==> src/hdl/esd_pkg.sv <==
// ----------------------------------------------------------------------------
// esd_pkg
// Shared types and character constants for the escape sequence decoder.
// ----------------------------------------------------------------------------
package esd_pkg;

  // Decoder mode between bytes
  typedef enum logic [1:0] {
    MODE_TEXT   = 2'd0,
    MODE_ESCAPE = 2'd1,
    MODE_OCTAL  = 2'd2
  } esd_mode_t;

  localparam logic [7:0] CH_BACKSLASH = 8'h5C;
  localparam logic [7:0] CH_ZERO      = 8'h30;
  localparam logic [7:0] CH_LOWER_B   = 8'h62;
  localparam logic [7:0] CH_LOWER_F   = 8'h66;
  localparam logic [7:0] CH_LOWER_N   = 8'h6E;
  localparam logic [7:0] CH_LOWER_R   = 8'h72;
  localparam logic [7:0] CH_LOWER_T   = 8'h74;

  localparam logic [7:0] CTL_BS  = 8'h08;
  localparam logic [7:0] CTL_FF  = 8'h0C;
  localparam logic [7:0] CTL_LF  = 8'h0A;
  localparam logic [7:0] CTL_CR  = 8'h0D;
  localparam logic [7:0] CTL_TAB = 8'h09;

  // Octal digits '0'..'7' share these upper five bits
  localparam logic [4:0] OCTAL_HI = 5'b00110;
  localparam logic [1:0] OCTAL_MAX_DIGITS = 2'd3;

  // One decoded result
  typedef struct packed {
    logic [7:0] data;
    logic       byte_valid;
    logic       string_end;
  } esd_result_t;

  // Up to two results produced by one input byte
  typedef struct packed {
    logic [1:0]  count;
    esd_result_t res0;
    esd_result_t res1;
  } esd_dec_out_t;

endpackage

==> src/hdl/esd_decode.sv <==
// ----------------------------------------------------------------------------
// esd_decode
// Per-byte escape decoding with the mode, digit count and octal value state.
// ----------------------------------------------------------------------------
module esd_decode (
  input  logic                  clk,
  input  logic                  rst_n,
  input  logic                  advance,
  input  logic [7:0]            in_byte,
  input  logic                  last_byte,
  output esd_pkg::esd_dec_out_t dec
);

  esd_pkg::esd_mode_t mode_r, mode_nxt;
  logic [1:0]         seen_r, seen_nxt;
  logic [7:0]         acc_r, acc_nxt;

  always_ff @(posedge clk) begin
    if (!rst_n) begin
      mode_r <= esd_pkg::MODE_TEXT;
      seen_r <= 2'd0;
      acc_r  <= 8'd0;
    end else if (advance) begin
      mode_r <= mode_nxt;
      seen_r <= seen_nxt;
      acc_r  <= acc_nxt;
    end
  end

  always_comb begin
    logic       is_oct;
    logic [7:0] digit;
    logic [7:0] acc_shift;
    logic [1:0] seen_inc;
    logic       a_v, b_v, c_v;
    logic [7:0] a_d, b_d, c_d;
    logic [1:0] cnt;

    is_oct    = (in_byte[7:3] == esd_pkg::OCTAL_HI);
    digit     = {5'd0, in_byte[2:0]};
    acc_shift = {acc_r[4:0], 3'd0} + digit;
    seen_inc  = seen_r + 2'd1;

    mode_nxt = esd_pkg::MODE_TEXT;
    seen_nxt = seen_r;
    acc_nxt  = acc_r;
    a_v = 1'b0; a_d = 8'd0;
    b_v = 1'b0; b_d = 8'd0;
    c_v = 1'b0; c_d = 8'd0;

    unique case (mode_r)
      esd_pkg::MODE_ESCAPE: begin
        if (in_byte == 8'd0) begin
          // escaped zero byte: drop the pair
        end else if (is_oct) begin
          acc_nxt  = digit;
          seen_nxt = 2'd1;
          mode_nxt = esd_pkg::MODE_OCTAL;
        end else begin
          a_v = 1'b1;
          unique case (in_byte)
            esd_pkg::CH_LOWER_B: a_d = esd_pkg::CTL_BS;
            esd_pkg::CH_LOWER_F: a_d = esd_pkg::CTL_FF;
            esd_pkg::CH_LOWER_N: a_d = esd_pkg::CTL_LF;
            esd_pkg::CH_LOWER_R: a_d = esd_pkg::CTL_CR;
            esd_pkg::CH_LOWER_T: a_d = esd_pkg::CTL_TAB;
            default:             a_d = in_byte;
          endcase
        end
      end
      esd_pkg::MODE_OCTAL: begin
        if (is_oct && (seen_r < esd_pkg::OCTAL_MAX_DIGITS)) begin
          if (seen_inc == esd_pkg::OCTAL_MAX_DIGITS) begin
            a_v      = 1'b1;
            a_d      = acc_shift;
            seen_nxt = 2'd0;
            acc_nxt  = 8'd0;
          end else begin
            seen_nxt = seen_inc;
            acc_nxt  = acc_shift;
            mode_nxt = esd_pkg::MODE_OCTAL;
          end
        end else begin
          // flush the pending value, then treat the byte as text
          a_v      = 1'b1;
          a_d      = acc_r;
          seen_nxt = 2'd0;
          acc_nxt  = 8'd0;
          if (in_byte == esd_pkg::CH_BACKSLASH) begin
            mode_nxt = esd_pkg::MODE_ESCAPE;
          end else begin
            b_v = 1'b1;
            b_d = in_byte;
          end
        end
      end
      default: begin
        if (in_byte == esd_pkg::CH_BACKSLASH) begin
          mode_nxt = esd_pkg::MODE_ESCAPE;
        end else begin
          a_v = 1'b1;
          a_d = in_byte;
        end
      end
    endcase

    // string end flushes an open octal value
    if (last_byte && (mode_nxt == esd_pkg::MODE_OCTAL)) begin
      c_v = 1'b1;
      c_d = acc_nxt;
    end

    dec.res0 = '0;
    dec.res1 = '0;
    if (a_v) begin
      dec.res0 = '{data: a_d, byte_valid: 1'b1, string_end: 1'b0};
      if (b_v) begin
        dec.res1 = '{data: b_d, byte_valid: 1'b1, string_end: 1'b0};
      end
    end else if (b_v) begin
      dec.res0 = '{data: b_d, byte_valid: 1'b1, string_end: 1'b0};
    end else if (c_v) begin
      dec.res0 = '{data: c_d, byte_valid: 1'b1, string_end: 1'b0};
    end
    cnt = {1'b0, a_v} + {1'b0, b_v} + {1'b0, c_v};

    if (last_byte) begin
      if (cnt == 2'd0) begin
        dec.res0 = '{data: 8'd0, byte_valid: 1'b0, string_end: 1'b1};
        cnt      = 2'd1;
      end else if (cnt == 2'd1) begin
        dec.res0.string_end = 1'b1;
      end else begin
        dec.res1.string_end = 1'b1;
      end
      mode_nxt = esd_pkg::MODE_TEXT;
      seen_nxt = 2'd0;
      acc_nxt  = 8'd0;
    end
    dec.count = cnt;
  end

endmodule

==> src/hdl/esd_out_queue.sv <==
// ----------------------------------------------------------------------------
// esd_out_queue
// Four-entry queue: takes up to two results a cycle, sends one when ready.
// ----------------------------------------------------------------------------
module esd_out_queue (
  input  logic                  clk,
  input  logic                  rst_n,
  input  logic                  push,
  input  esd_pkg::esd_dec_out_t dec,
  output logic                  room,
  output logic                  out_valid,
  input  logic                  out_ready,
  output esd_pkg::esd_result_t  out_res
);

  esd_pkg::esd_result_t mem_r [4];
  logic [1:0] wr_ptr_r, wr_ptr_nxt;
  logic [1:0] rd_ptr_r, rd_ptr_nxt;
  logic [2:0] count_r, count_nxt;
  logic       pop;
  logic [1:0] push_cnt;

  assign room      = (count_r <= 3'd2);
  assign out_valid = (count_r != 3'd0);
  assign out_res   = mem_r[rd_ptr_r];
  assign pop       = out_valid && out_ready;
  assign push_cnt  = push ? dec.count : 2'd0;

  always_comb begin
    wr_ptr_nxt = wr_ptr_r + push_cnt;
    rd_ptr_nxt = rd_ptr_r + {1'b0, pop};
    count_nxt  = count_r + {1'b0, push_cnt} - {2'd0, pop};
  end

  always_ff @(posedge clk) begin
    if (!rst_n) begin
      wr_ptr_r <= 2'd0;
      rd_ptr_r <= 2'd0;
      count_r  <= 3'd0;
    end else begin
      wr_ptr_r <= wr_ptr_nxt;
      rd_ptr_r <= rd_ptr_nxt;
      count_r  <= count_nxt;
    end
  end

  always_ff @(posedge clk) begin
    if (push_cnt != 2'd0) begin
      mem_r[wr_ptr_r] <= dec.res0;
    end
    if (push_cnt == 2'd2) begin
      mem_r[wr_ptr_r + 2'd1] <= dec.res1;
    end
  end

endmodule

==> src/hdl/escape_sequence_decoder.sv <==
// Path: input stage register, decoder, result queue register, output.
// Throughput: one input byte per cycle while the queue has room; a byte
//   yielding two results (an octal value flushed by a following text byte)
//   writes both into the four-entry result queue.
// Reset: rst_n synchronous, active low; clears the decoder mode, the octal
//   state, the input stage and the queue.
// ----------------------------------------------------------------------------
// escape_sequence_decoder
// Undoes C-style escapes in a byte stream, one byte per transfer.
// ----------------------------------------------------------------------------
module escape_sequence_decoder (
  input  logic       clk,
  input  logic       rst_n,
  input  logic       in_tvalid,
  output logic       in_tready,
  input  logic [7:0] in_tdata,   // [7:0] in_byte
  input  logic       in_tlast,   // last_byte
  output logic       out_tvalid,
  input  logic       out_tready,
  output logic [7:0] out_tdata,  // [7:0] out_byte
  output logic       out_tuser,  // [0] byte_valid
  output logic       out_tlast   // string_end
);

  // Input stage: holds one byte until the queue has room for its results
  logic       stage_v_r, stage_v_nxt;
  logic [7:0] stage_byte_r;
  logic       stage_last_r;

  logic                  room;
  logic                  advance;
  logic                  in_xfer;
  esd_pkg::esd_dec_out_t dec;
  esd_pkg::esd_result_t  out_res;

  // Advance the staged byte whenever the queue can take two results
  assign advance   = stage_v_r && room;
  assign in_tready = !stage_v_r || room;
  assign in_xfer   = in_tvalid && in_tready;

  always_comb begin
    stage_v_nxt = stage_v_r;
    if (in_xfer) begin
      stage_v_nxt = 1'b1;
    end else if (advance) begin
      stage_v_nxt = 1'b0;
    end
  end

  always_ff @(posedge clk) begin
    if (!rst_n) begin
      stage_v_r <= 1'b0;
    end else begin
      stage_v_r <= stage_v_nxt;
    end
  end

  // Payload needs no reset
  always_ff @(posedge clk) begin
    if (in_xfer) begin
      stage_byte_r <= in_tdata;
      stage_last_r <= in_tlast;
    end
  end

  // Decode the staged byte; decoder state moves only when it advances
  esd_decode u_decode (
    .clk       (clk),
    .rst_n     (rst_n),
    .advance   (advance),
    .in_byte   (stage_byte_r),
    .last_byte (stage_last_r),
    .dec       (dec)
  );

  // Queue the results and send one per transfer
  esd_out_queue u_queue (
    .clk       (clk),
    .rst_n     (rst_n),
    .push      (advance),
    .dec       (dec),
    .room      (room),
    .out_valid (out_tvalid),
    .out_ready (out_tready),
    .out_res   (out_res)
  );

  assign out_tdata = out_res.data;
  assign out_tuser = out_res.byte_valid;
  assign out_tlast = out_res.string_end;

endmodule

==> config.mk <==
export PLATFORM = sky130hd
export DESIGN_NAME = escape_sequence_decoder
export DESIGN_NICKNAME = d
export VERILOG_FILES = /design/src/hdl/esd_pkg.sv /design/src/hdl/esd_decode.sv /design/src/hdl/esd_out_queue.sv /design/src/hdl/escape_sequence_decoder.sv
export SDC_FILE = /design/constraint.sdc
export NUM_CORES = 1
export LEC_CHECK = 0
export BUFFER_PORTS_ARGS = -buffer_cell sky130_fd_sc_hd__buf_2
export CAP_MARGIN = 20
export CORE_ASPECT_RATIO = 0.75
export CORE_UTILIZATION = 40
export CTS_BUF_LIST = sky130_fd_sc_hd__clkbuf_8
export CTS_CLUSTER_DIAMETER = 30
export DETAILED_ROUTE_END_ITERATION = 8
export SLEW_MARGIN = 20
export SYNTH_ARGS = -nofsm -noshare
export SYNTH_HDL_FRONTEND = slang
export SYNTH_HIERARCHICAL = 1
export SYNTH_SLANG_ARGS = --single-unit
==> constraint.sdc <==
create_clock -name clk -period 3.8 [get_ports clk]
set_input_delay 0.38 -clock clk [delete_from_list [all_inputs] [get_ports clk]]
set_output_delay 0.38 -clock clk [all_outputs]
set_load 0.005 [all_outputs]
Word-level counts from Yosys, hierarchy flattened
Memory sizes are Yosys's and may differ from the RTL's. A register that Yosys moved wholly into a read port is not among the register bits.
Cells that the tools add are included.
{"block": "word_totals", "register_bits": 29, "ram_bits": 40, "input_bits": 13, "word_cells": 110, "mem_count": 1}
{"name": "u_queue.mem_r", "depth": 4, "width": 10, "read_ports": 1, "rd_ports_with_merged_regs": 1, "write_ports": 2, "line": "esd_out_queue.sv:16", "text": "esd_pkg::esd_result_t mem_r [4];"}
{"block": "classes", "addsub": 9, "n_lt_le_gt_ge": 2, "eq_ne": 15, "mux": 60, "reduce_logical": 14}
{"op": "2-to-1 mux 8 bit", "n": 13}
{"op": "2-to-1 mux 10 bit", "n": 6}
{"op": "== test 8 x 7 -> 1 bit (second input constant)", "n": 6}
{"op": "case mux 8 bit (5 select lines)", "n": 1}
{"op": "case mux 8 bit (2 select lines)", "n": 2}
{"op": "2-to-1 mux 2 bit", "n": 14}
{"op": "2-to-1 mux 1 bit", "n": 20}
{"op": "2-to-1 mux 9 bit", "n": 1}
{"op": "adder 8 x 3 -> 8 bit", "n": 1}
{"op": "== test 2 bit (second input constant)", "n": 4}
{"op": "logical NOT 8 bit", "n": 1}
{"op": "case mux 2 bit (2 select lines)", "n": 2}
{"op": "nonzero test 3 bit", "n": 2}
{"op": "== test 5 x 3 -> 1 bit (second input constant)", "n": 1}
{"op": "logical AND 1 bit", "n": 5}
{"op": "adder 2 x 1 -> 2 bit", "n": 2}
{"op": "adder 2 x 1 -> 2 bit (second input constant)", "n": 2}
{"op": "== test 2 x 1 -> 1 bit (second input constant)", "n": 2}
{"op": "AND reduction 4 bit", "n": 1}
{"op": "nonzero test 2 bit", "n": 2}
{"op": "adder 3 x 2 -> 3 bit", "n": 1}
{"op": "<= comparator 3 x 2 -> 1 bit (second input constant)", "n": 1}
{"op": "inequality test 3 x 2 -> 1 bit (second input constant)", "n": 1}
{"op": "inequality test 3 bit (second input constant)", "n": 1}
{"op": "8 further kinds", "n": 8}

Depth between registers and ports, before layout
{"block": "depth", "depth_word": 16, "ltp_mapped": 18, "depth_no_buf": 17}

Cells and area by module
The synthesis kept the hierarchy.
{"mod": "esd_out_queue", "instances": 1, "cells_per_inst": 150, "area_each_um2": 2454.9, "seq_area_each_um2": 1341.3}
{"mod": "esd_decode", "instances": 1, "cells_per_inst": 211, "area_each_um2": 1534.0, "seq_area_each_um2": 240.2}
{"mod": "escape_sequence_decoder", "instances": 1, "cells_per_inst": 15, "area_each_um2": 335.3, "seq_area_each_um2": 290.3}

Worst setup path after synthesis
OpenSTA, ideal clock, no wires.
{"block": "synth_path", "kind": "register -> register", "start": "reg stage_byte_r[7]", "end": "reg u_queue.count_r[2]", "setup_time_ns": 0.115, "arrival_time_ns": 3.728, "slack_ns": -0.043, "stages_incl_launch_ff": 16, "period_less_slack_ns": 3.843, "path_cell_list": "edfxtp_1 > or4_2 > nor2_1 > nor3_1 > nor2_1 > fa_1 > o21ai_0 > buf_2 > nand2_1 > nand3_1 > nand2_1 > ha_1 > fa_1 > xnor2_1 > xnor2_1 > and2_1"}
{"item": "from (decl)", "line": "escape_sequence_decoder.sv:27", "text": "logic [7:0] stage_byte_r;"}
{"item": "from (signal assigned)", "line": "escape_sequence_decoder.sv:61", "text": "stage_byte_r <= in_tdata;"}
{"item": "to (signal assigned)", "line": "esd_out_queue.sv:43", "text": "count_r <= count_nxt;"}
{"item": "to (decl)", "line": "esd_out_queue.sv:19", "text": "logic [2:0] count_r, count_nxt;"}

==> results.txt <==
The run finished with clean final reports. The clock transition at the registers of the reported paths came out at 70 ps. The total negative slack is 0 ps. The most used flip-flop cell after synthesis is edfxtp_1.

The tree is rooted in a clkbuf_8. The max-cap violation count is 0. The minimum clock period came out at 3572 ps.

The final count of hold timing violations was 0. The final HPWL from detailed placement is 7884 um. The die width is 122.1 um. The number of design rule violations left after detail routing is 0.

The area of the core came out at 10410 sq um. In this run the mean area of a mapped cell was 11.50 sq um. Overall power consumption after layout is estimated at 2055 uW. Setup repair after global routing left no endpoint under its margin. The fraction of layout cells with a size suffix above 1 is 0.3545.

Based on the critical path, the design can be clocked at up to 0.2800 GHz. The aggregate routed wire length is 10780 um. The floorplan step defined a die boundary enclosing 11230 sq um. The sequential cell area fraction in the yosys report is 0.4329. The signed area change from the synthesized netlist to the final layout is 15.02%. In this run, the number of DRC markers left after iteration 0 of detailed routing was 271. For this run, the total global-route usage over all layers was measured as 0.2084. The critical setup path kind is reg2reg. For this configuration, the core starts out at a cell density of 0.4154. The global-route wire length before repair is 17410 um. The minimum setup slack after placement came out at 49.89 ps. The clock tree from TritonCTS is built. The number of nets produced by synthesis came out at 396. The count of input and output buffers is 24. The number of instances in the synthesized netlist is 376. The number of pins with negative max-slew slack in the final report came out at 0. The leading cell type in the layout, fill and taps excluded is edfxtp_1.

The worst setup skew after layout is 8.727 ps. Dividing the final minimum period by the clock period gives 0.9399. Global routing finished with a remaining overflow of 0. The largest net degree at the start of global routing is 21. The placer congestion estimate came out at 0.9647. In this run the remaining antenna-violating nets after routing total 0. The total number of placement rows came out at 32. The total of warnings raised by yosys is 6. After layout, the worst setup slack is 228.4 ps. The total standard cell area after synthesis came out at 4324 sq um. The remaining max-slew budget at the tightest pin came out at 0.3383. In this run the cell area measured after placement is 4736 sq um. Summed over all cells, the static leakage comes to 0.001762 uW. From bottom edge to top edge, the die measures 92.05 um. With fillers left out, the area of the finished cells amounts to 4974 sq um. The worst setup path is captured at a register. The number of H-tree branching levels is 3. The arrival time reported for the critical path endpoint is 3820 ps. The vias after detailed routing is 3271. The CTS buffer count is 9. STA classifies the critical path startpoint as a register. The proportion of synthesized flip-flops having asynchronous set or reset came out at 0. Leaving out fill and tap cells, the most frequent cells in the layout are edfxtp_1 (49), mux2_2 (31), buf_4 (30). The number of buffers inserted for hold repair after clock tree synthesis came out at 0. The largest driver fanout on the critical path came out at 8. The number of enable flip-flop cells after synthesis came out at 49. The final layout net count is 442. The count of different cell masters after synthesis is 76.

The number of global-route vias before repair came out at 3128. The routed length per placed instance is 19.18 um. The first detailed-routing pass took 4 iterations. The tightest min-delay check is of the in2reg type. The finished layout holds 562 standard cells, fillers aside. Setup violations remaining at the end of the flow were counted as 0. The post-placement cell count came out at 546. The worst-skew pair later-pin latency is 350 ps. The transition time at the pin with the least slew margin is 988.8 ps. 25 I/O pins were placed. The power density normalized to cell area came out at 413.3 nW/um^2. The maximum buffer depth of the clock tree is 2.

The initial antenna violation count is 0. The routed via count divided by cell count is 5.820. The antenna diode count is 0.

The synthesized design contains 69 register bits. The maximum VDD drop is 0.0003894 V. The total clock sinks came out at 69. The data required time at the worst endpoint is 4040 ps.
-- final timing paths --
path | slack [ps] | depth (start not counted) | endpoint | start
worst max-delay path | 230 | 15 | u_queue/count_r[2] | u_decode/mode_r[0]
worst min-delay path | 200 | 1 | stage_byte_r[1] | in_tdata[1]
worst max register to register | 230 | 15 | u_queue/count_r[2] | u_decode/mode_r[0]
worst min register to register | 500 | 2 | stage_v_r | stage_v_r
-- cells in the mapped netlist (7+ instances only) --
cell,instances,share of area
edfxtp_1,49,0.34
mux2_4,10,0.035
nor2_1,17,0.015
and2_1,8,0.012
a21oi_1,11,0.013
nor3_1,7,0.0081
buf_2,7,0.0081
a31oi_1,8,0.012
dfxtp_1,20,0.093
mux4_2,10,0.052
nor2b_1,7,0.010
inv_1,16,0.014
o21a_1,10,0.017
clkbuf_1,8,0.0069
o21ai_0,21,0.024
nand2_1,25,0.022
mux2_2,31,0.081
-- critical path, stage by stage, from the launching register on --
cell and delay (ps):
dfxtp_1 340, inv_1 60, ha_1 380, inv_1 140
o2111ai_4 130, or2_2 350, fa_1 570, o21ai_2 90
buf_4 180, nand3_1 90, nand2_1 60, ha_1 200
fa_1 470, xnor2_2 150, xnor2_1 120, and2_1 150
-- state kept, by name (all words and copies together) (netlist names), 2 cells and up --
name and count:
u_queue/mem_r 40, stage_byte_r 8, u_decode/acc_r 8, u_decode/mode_r 2
u_queue/rd_ptr_r 2, u_decode/seen_r 2, u_queue/count_r 3, u_queue/wr_ptr_r 2
-- routing by layer --
layer	track usage	vias to the layer above	share of wire
met5	0	-	0
met4	0.05488	0	0.010
met3	0.05535	13	0.081
met2	0.2881	139	0.42
met1	0.3159	1582	0.49
li1	-	1537	-
-- power breakdown --
group | leakage (uW) | switching [uW] | internal (uW) | total, uW
combinational | 0.00105 | 208 | 265 | 473
clock | 0.0000978 | 271 | 359 | 630
sequential | 0.000610 | 82.2 | 870 | 953
-- repair_timing --
action / 4_1_cts / 5_1_grt
endpoints found under the setup margin: 0 / 22
resized for setup: 0 / 7
setup buffers: 0 / 1
-- metrics by stage --
stage	hold slack [ps]	util
after floorplan	478.9	-
after global placement	486.7	0.4549
after detailed placement	491.7	0.4549
after CTS	180.4	0.4744
after global routing	176.4	0.4778
final	203.2	0.4778
-- kinds of logic after synthesis --
family          synth area share
compound gates            0.1594
xor+xnor                 0.01418
fa+ha+maj                0.02373
buf+inv                  0.03848
flops                     0.4329
mux                       0.1675
simple gates              0.1638
-- final cells by class --
type / count / area (sq um)
Fill cell: 946 / 5436
Multi-Input combinational cell: 271 / 2320
Sequential cell: 69 / 1872
Timing Repair Buffer: 54 / 345.3
Tap cell: 136 / 170.2
Clock buffer: 9 / 123.9
Clock inverter: 6 / 78.83
Inverter: 17 / 63.81
Power figures use the tool's default switching activity.
